===== src/hdl/r2y_pkg.sv =====
// shared types and constants for the rgb to yuv 4:2:0 converter
// no dependencies

package r2y_pkg;

   // frame geometry
   localparam int MaxWidth  = 4096;
   localparam int MaxHeight = 4096;
   localparam int SizeBits  = 13;   // holds 1..MaxWidth and the register field
   localparam int ColBits   = 13;   // column counter may sit at the width itself
   localparam int RowBits   = 12;   // row counter always below the height

   localparam logic [SizeBits-1:0] SizeMaxW   = SizeBits'(MaxWidth);
   localparam logic [SizeBits-1:0] SizeMaxH   = SizeBits'(MaxHeight);
   localparam logic [SizeBits-1:0] WidthReset  = SizeBits'(640);
   localparam logic [SizeBits-1:0] HeightReset = SizeBits'(480);

   // register map
   localparam int CsrAddrBits = 3;
   localparam int CsrDataBits = 32;
   localparam logic CsrFrameWidth  = 1'b0;
   localparam logic CsrFrameHeight = 1'b1;

   // q16 coefficients
   localparam int CoefBits = 16;
   localparam logic [CoefBits-1:0] KyR = 16'd19595;
   localparam logic [CoefBits-1:0] KyG = 16'd38470;
   localparam logic [CoefBits-1:0] KyB = 16'd7471;
   localparam logic [CoefBits-1:0] KuR = 16'd11076;
   localparam logic [CoefBits-1:0] KuG = 16'd21692;
   localparam logic [CoefBits-1:0] KuB = 16'd32768;
   localparam logic [CoefBits-1:0] KvR = 16'd32768;
   localparam logic [CoefBits-1:0] KvG = 16'd27460;
   localparam logic [CoefBits-1:0] KvB = 16'd5308;
   localparam int ProdBits = CoefBits + 8;
   localparam int SumBits  = ProdBits + 2;
   localparam logic signed [SumBits-1:0] ChromaOfs = SumBits'(128 * 65536);

   typedef struct packed {
      logic [7:0] red;
      logic [7:0] green;
      logic [7:0] blue;
   } req_beat_type;

   typedef struct packed {
      logic [7:0] luma;
      logic [7:0] chroma_u;
      logic [7:0] chroma_v;
      logic       chroma_valid;
      logic       frame_end;
   } rsp_beat_type;

   typedef struct packed {
      logic chroma_valid;
      logic frame_end;
   } pos_flags_type;

endpackage


===== src/hdl/r2y_position.sv =====
// raster position tracker: column and row counters, chroma and frame-end flags
// depends on r2y_pkg

module r2y_position
   import r2y_pkg::*;
(
   input  logic                clock,
   input  logic                reset,
   input  logic                advance,
   input  logic [SizeBits-1:0] frame_width,
   input  logic [SizeBits-1:0] frame_height,
   output pos_flags_type       flags
);

   logic [ColBits-1:0] col_ff, col_in;
   logic [RowBits-1:0] row_ff, row_in;
   logic [SizeBits-1:0] width_eff, height_eff;
   logic               col_wrap;
   logic [ColBits-1:0] col_now;
   logic [RowBits:0]   row_step;
   logic [RowBits-1:0] row_now;

   always_comb begin
      // clamp sizes to 1..max
      if (frame_width == '0) begin
         width_eff = SizeBits'(1);
      end else if (frame_width > SizeMaxW) begin
         width_eff = SizeMaxW;
      end else begin
         width_eff = frame_width;
      end
      if (frame_height == '0) begin
         height_eff = SizeBits'(1);
      end else if (frame_height > SizeMaxH) begin
         height_eff = SizeMaxH;
      end else begin
         height_eff = frame_height;
      end

      col_wrap = (SizeBits'(col_ff) >= width_eff);
      col_now  = col_wrap ? '0 : col_ff;
      row_step = {1'b0, row_ff} + (RowBits+1)'(col_wrap);
      row_now  = (SizeBits'(row_step) >= height_eff) ? '0 : row_step[RowBits-1:0];

      flags.chroma_valid = ~col_now[0] & ~row_now[0];
      flags.frame_end    = (SizeBits'(col_now) == width_eff - SizeBits'(1)) &&
                           (SizeBits'(row_now) == height_eff - SizeBits'(1));

      col_in = col_ff;
      row_in = row_ff;
      if (advance) begin
         col_in = col_now + ColBits'(1);
         row_in = row_now;
      end
   end

   always_ff @(posedge clock) begin
      if (reset) begin
         col_ff <= '0;
         row_ff <= '0;
      end else begin
         col_ff <= col_in;
         row_ff <= row_in;
      end
   end

endmodule


===== src/hdl/r2y_matrix.sv =====
// color matrix: q16 products and sums with floor and saturation, one combinational pass
// depends on r2y_pkg

module r2y_matrix
   import r2y_pkg::*;
(
   input  req_beat_type pixel,
   output logic [7:0]   luma,
   output logic [7:0]   chroma_u,
   output logic [7:0]   chroma_v
);

   logic [ProdBits-1:0] yr, yg, yb, ur, ug, ub, vr, vg, vb;
   logic signed [SumBits-1:0] y_sum, u_sum, v_sum;

   function automatic logic [7:0] to_byte(input logic signed [SumBits-1:0] s);
      logic [7:0] result;
      if (s < 0) begin
         result = 8'd0;
      end else if (s[SumBits-1:16] > (SumBits-16)'(255)) begin
         result = 8'd255;
      end else begin
         result = s[23:16];
      end
      return result;
   endfunction

   always_comb begin
      yr = ProdBits'(KyR) * ProdBits'(pixel.red);
      yg = ProdBits'(KyG) * ProdBits'(pixel.green);
      yb = ProdBits'(KyB) * ProdBits'(pixel.blue);
      ur = ProdBits'(KuR) * ProdBits'(pixel.red);
      ug = ProdBits'(KuG) * ProdBits'(pixel.green);
      ub = ProdBits'(KuB) * ProdBits'(pixel.blue);
      vr = ProdBits'(KvR) * ProdBits'(pixel.red);
      vg = ProdBits'(KvG) * ProdBits'(pixel.green);
      vb = ProdBits'(KvB) * ProdBits'(pixel.blue);

      y_sum = $signed({2'b00, yr}) + $signed({2'b00, yg}) + $signed({2'b00, yb});
      u_sum = $signed({2'b00, ub}) + ChromaOfs
              - $signed({2'b00, ur}) - $signed({2'b00, ug});
      v_sum = $signed({2'b00, vr}) + ChromaOfs
              - $signed({2'b00, vg}) - $signed({2'b00, vb});
      luma     = to_byte(y_sum);
      chroma_u = to_byte(u_sum);
      chroma_v = to_byte(v_sum);
   end

endmodule


===== src/hdl/rgb_to_yuv420_converter.sv =====
// top level of the rgb to yuv 4:2:0 pixel converter
// depends on r2y_pkg, r2y_position, r2y_matrix
//
// usage:
// - req channel: one rgb pixel per beat in raster order (req_valid/req_ready,
//   payload req_pixel). rsp channel: one beat per pixel with luma, chroma u/v,
//   chroma_valid (even column and even row) and frame_end (last pixel)
// - csr port (apb style, pready tied high): frame_width at byte 0, frame_height
//   at byte 4, 13 bits each; 0 acts as 1, above 4096 acts as 4096. write only
//   while the stream is idle; a size change mid-frame keeps the counters
// - an accepted beat passes through the input register and then the result
//   register before rsp_valid rises
// - throughput: one pixel per cycle while no held rsp beat stalls the pipeline;
//   the color matrix is one combinational pass between the input register and
//   the result register. each stage has its own valid bit and takes a new beat
//   whenever it is empty or its successor moves, so a held rsp beat still lets
//   the input register fill; the block stalls req only once both stages are full
// - reset (synchronous, active high) empties the pipeline, sets the counters
//   to the top-left pixel and the sizes to 640 by 480

module rgb_to_yuv420_converter
   import r2y_pkg::*;
(
   input  logic                   clock,
   input  logic                   reset,
   // pixel input
   input  logic                   req_valid,
   output logic                   req_ready,
   input  req_beat_type           req_pixel,
   // result output
   output logic                   rsp_valid,
   input  logic                   rsp_ready,
   output rsp_beat_type           rsp_pixel,
   // register port
   input  logic                   psel,
   input  logic                   penable,
   input  logic                   pwrite,
   input  logic [CsrAddrBits-1:0] paddr,
   input  logic [CsrDataBits-1:0] pwdata,
   output logic [CsrDataBits-1:0] prdata,
   output logic                   pready
);

   // configuration registers
   logic [SizeBits-1:0] width_ff, width_in;
   logic [SizeBits-1:0] height_ff, height_in;
   logic                csr_write;

   // pipeline stages
   logic          a_valid_ff, a_valid_in;
   req_beat_type  a_pixel_ff;
   pos_flags_type a_flags_ff;
   logic          rsp_valid_ff, rsp_valid_in;
   rsp_beat_type  rsp_pixel_ff, rsp_pixel_in;

   logic          ready_a, out_free;
   logic          req_beat;
   pos_flags_type pos_flags;
   logic [7:0]    mat_luma, mat_u, mat_v;

   // register port
   assign pready    = 1'b1;
   assign csr_write = psel & penable & pwrite;

   always_comb begin
      width_in  = width_ff;
      height_in = height_ff;
      if (csr_write) begin
         case (paddr[2])
            CsrFrameWidth:  width_in  = pwdata[SizeBits-1:0];
            CsrFrameHeight: height_in = pwdata[SizeBits-1:0];
            default:        width_in  = width_ff;
         endcase
      end
   end

   always_comb begin
      case (paddr[2])
         CsrFrameWidth:  prdata = CsrDataBits'(width_ff);
         CsrFrameHeight: prdata = CsrDataBits'(height_ff);
         default:        prdata = '0;
      endcase
   end

   // stage readiness, back to front
   assign out_free  = ~rsp_valid_ff | rsp_ready;
   assign ready_a   = ~a_valid_ff | out_free;
   assign req_ready = ready_a;
   assign req_beat  = req_valid & ready_a;

   // position counters advance once per accepted beat
   r2y_position u_position (
      .clock        (clock),
      .reset        (reset),
      .advance      (req_beat),
      .frame_width  (width_ff),
      .frame_height (height_ff),
      .flags        (pos_flags)
   );

   // color matrix between the input register and the result register
   r2y_matrix u_matrix (
      .pixel    (a_pixel_ff),
      .luma     (mat_luma),
      .chroma_u (mat_u),
      .chroma_v (mat_v)
   );

   always_comb begin
      a_valid_in   = ready_a ? req_valid : a_valid_ff;
      rsp_valid_in = out_free ? a_valid_ff : rsp_valid_ff;
      rsp_pixel_in.luma         = mat_luma;
      rsp_pixel_in.chroma_u     = mat_u;
      rsp_pixel_in.chroma_v     = mat_v;
      rsp_pixel_in.chroma_valid = a_flags_ff.chroma_valid;
      rsp_pixel_in.frame_end    = a_flags_ff.frame_end;
   end

   // control state
   always_ff @(posedge clock) begin
      if (reset) begin
         width_ff     <= WidthReset;
         height_ff    <= HeightReset;
         a_valid_ff   <= 1'b0;
         rsp_valid_ff <= 1'b0;
      end else begin
         width_ff     <= width_in;
         height_ff    <= height_in;
         a_valid_ff   <= a_valid_in;
         rsp_valid_ff <= rsp_valid_in;
      end
   end

   // payload registers
   always_ff @(posedge clock) begin
      if (req_beat) begin
         a_pixel_ff <= req_pixel;
         a_flags_ff <= pos_flags;
      end
      if (out_free & a_valid_ff) begin
         rsp_pixel_ff <= rsp_pixel_in;
      end
   end

   assign rsp_valid = rsp_valid_ff;
   assign rsp_pixel = rsp_pixel_ff;

endmodule


===== config.mk =====
export PLATFORM = sky130hd
export DESIGN_NAME = rgb_to_yuv420_converter
export DESIGN_NICKNAME = d
export VERILOG_FILES = /design/src/hdl/r2y_pkg.sv /design/src/hdl/r2y_position.sv /design/src/hdl/r2y_matrix.sv /design/src/hdl/rgb_to_yuv420_converter.sv
export SDC_FILE = /design/constraint.sdc
export NUM_CORES = 1
export LEC_CHECK = 0
export BUFFER_PORTS_ARGS = -buffer_cell sky130_fd_sc_hd__buf_2
export CORE_ASPECT_RATIO = 2
export CORE_MARGIN = 2
export CORE_UTILIZATION = 69
export CTS_CLUSTER_SIZE = 24
export DETAILED_ROUTE_END_ITERATION = 7
export PLACE_DENSITY = 0.94
export SLEW_MARGIN = 20
export SYNTH_ARGS = -nofsm -noshare
export SYNTH_HDL_FRONTEND = slang
export SYNTH_SLANG_ARGS = --single-unit
export TNS_END_PERCENT = 30

===== constraint.sdc =====
create_clock -name clock -period 12.65 [get_ports clock]
set_input_delay 0.6325 -clock clock [delete_from_list [all_inputs] [get_ports clock]]
set_output_delay 0.6325 -clock clock [all_outputs]
set_load 0.01 [all_outputs]

==> run_results.csv <==
group,metric,value,unit
status,status,"finished clean",
global_route,grt_pass1_wl,89.9,mm
critical_path,startpoint,"a_pixel_ff[13]",
synth,synth_simple_gate_area_frac,0.113,
floorplanning,die_y,244,um
synth,synth-xor-area-share,0.0499,
detailed_routing,first_pass_iters,5,
placed_design,hpwl,47.5,mm
clock_tree,path_clk_slew,80,ps
floorplanning,core_area,28200,um^2
synth,synth_edf_count,52,
critical_path,required,12780,ps
floorplanning,ios,127,
clock_tree,cts_resized,0,
floorplanning,fp.dieW,124,um
synth,synth-async-reset-ratio,0,
synth,synth-warning-count,0,
worst_hold_path,hold_start,"req_pixel[2]",
synth,synth_ff_type,"dfxtp_1",
sta,finalSetupTns,0,ps
synth,synth_top_family_by_area,"adder cells",
synth,synthAdderAreaFrac,0.470,
critical_path,crit_path_start_kind,"register",
critical_path,r2r_start,"a_pixel_ff[13]",
clock_tree,numCtsBuffers,9,
sta,maxSlewHeadroom,0.298,
critical_path,regToRegSetupSlack,3820,ps
detailed_routing,drcViolationCount,0,
detailed_routing,wl,56.4,mm
synth,seq_area_frac_synth,0.132,
synth,synthCells,2200,
global_route,grt_max_degree,54,
critical_path,cp_num_buf_inv,4,
pwr,peakVddDrop,0.000235,V
global_route,gr-total-overflow,0,
final_layout,drive_above_1_share,0.0678,
final_layout,synthToLayoutAreaGrowth,4.91,%
floorplanning,die_area,30200,um^2
critical_path,cpMostUsedCell,"fa_1",
floorplanning,start_util,0.703,
critical_path,cp_slowest_cell,"edfxtp_1",
critical_path,worstSetupEndpointType,"register",
detailed_routing,drtAntennaViolNets,0,
run,maxCapViolCount,0,
clock_tree,cts_tree,"yes",
global_route,antenna_found_initial,0,
synth,synth_area_leaders,"ha_1 (26%), fa_1 (21%), inv_1 (8.8%), edfxtp_1 (7.9%), dfxtp_1 (5.4%)",
synth,synth_seq_cells,105,
final_layout,nFillCells,1957,
final_layout,diodes,0,
detailed_routing,vias,16500,
placed_design,dp.cells,2613,
synth,avgSynthCellArea,9.01,um^2
critical_path,cpPeakStageDelay,670,ps
final_layout,fin_nets,2957,
sta,period_share,0.698,
synth,synth_compound_area_frac,0.122,
critical_path,arrival,8960,ps
placed_design,gp_congestion,1.07,
sta,rsz0062_at_grt,"false",
worst_hold_path,min_path_type,"in2reg",
sta,fin_skew,16.6,ps
clock_tree,hold_buffers,0,
final_layout,instances_no_fill,2629,
synth,muxShareOfSynthArea,0.00789,
sta,hold_viol,0,
sta,max_freq,113,MHz
synth,synth_top_cell_by_area,"ha_1",
synth,synth_area,19800,um^2
global_route,grt_usage,0.394,
floorplanning,num_rows,87,
sta,tightest_slew,1050,ps
final_layout,final_cell_mix,"inv_1 (464), ha_1 (419), fa_1 (204)",
clock_tree,clk_latency,390,ps
sta,min_period,8830,ps
synth,synthDistinctLibCells,82,
clock_tree,cts.root.buffer_cell,"clkbuf_16",
clock_tree,clockBufferDepth,2,
global_route,grt_pass1_vias,18100,
pwr,power.leakage,10.9,nW
clock_tree,htree_levels,3,
sta,setup-violations-final,0,
clock_tree,cts_setup_buffers,0,
critical_path,path_class,"reg2reg",
clock_tree,numClockSinks,105,
critical_path,cp_top_family,"adder cells",
synth,synth_top_area_share,0.264,
detailed_routing,drt-initial-drc-count,845,
critical_path,cp_max_fo,11,
placed_design,port-buffer-count,85,
sta,slew_violations,0,
detailed_routing,post_drt_wl_per_cell,21.5,um
detailed_routing,avgViaCountPerCell,6.26,
final_layout,final_common_cell,"inv_1",
pwr,powerDensity,298,nW/um^2
-- per-stage QoR --
step / setup WS (ps) / total power [W] / hold WS (ps) / util / cell area, um^2
floorplan: 4840 / 0.00454 / 400 / - / 19900
global placement: 4030 / 0.00546 / 408 / 0.727 / 20500
detailed placement: 3920 / 0.00578 / 406 / 0.727 / 20500
CTS: 3870 / 0.00614 / 407 / 0.738 / 20800
global route: 3370 / 0.00688 / 419 / 0.738 / 20800
finish: 3820 / 0.00620 / 413 / 0.738 / 20800
-- cells by family after synthesis --
family	after synthesis
AOI/OAI and AO/OA	370
muxes	14
DFF	105
and+or+nand+nor	453
xor gates and xnor gates	113
buffers and inverters	520
adders and majority gates	623
other	2
-- per-layer routing --
metal / up-vias / wire, um / track usage
li1: 7452 / - / -
met1: 7872 / 16700 / 0.342
met2: 733 / 29100 / 0.693
met3: 404 / 2920 / 0.0756
met4: 0 / 7720 / 0.422
met5: - / 0 / 0
-- cell type report --
cell class | instances | area [um^2] | share of cell area
well taps | 356 | 445 | 0.0214
repair buffers | 92 | 478 | 0.0230
multi-input cells | 1593 | 15200 | 0.731
clock inverters | 7 | 70.1 | 0.00337
flip-flops and latches | 105 | 2620 | 0.126
clock buffers | 9 | 225 | 0.0108
inverters | 467 | 1750 | 0.0843
-- Yosys cell counts, types with 23 or more instances --
library cell,number
a21oi_1,133
xnor2_1,66
edfxtp_1,52
a21o_1,35
xor2_1,47
nand2_1,154
nand3_1,49
o21ai_0,48
nor2_1,84
inv_1,465
fa_1,204
ha_1,419
nor3_1,30
dfxtp_1,53
o21a_1,23
-- registers in the layout, summed over array words and instances (netlist names), 2 cells and up --
name,cells
u_position.row_ff,12
u_position.col_ff,13
a_flags_ff,2
height_ff,13
a_pixel_ff,24
width_ff,13
rsp_pixel,26
-- power by group --
group | leakage (nW) | switching, W | internal (W)
clock | 0.139 | 0.000144 | 0.000154
combinational | 9.86 | 0.00302 | 0.00229
sequential | 0.926 | 0.0000349 | 0.000561
-- path summary, 6_finish.rpt --
check / end / cells after the start
hold / removal: a_pixel_ff[2] / 1
setup / recovery: rsp_pixel[22] / 28
setup reg to reg: rsp_pixel[22] / 28
hold reg to reg: rsp_pixel[0] / 0
Note: power is estimated with default switching activity, not from simulation.
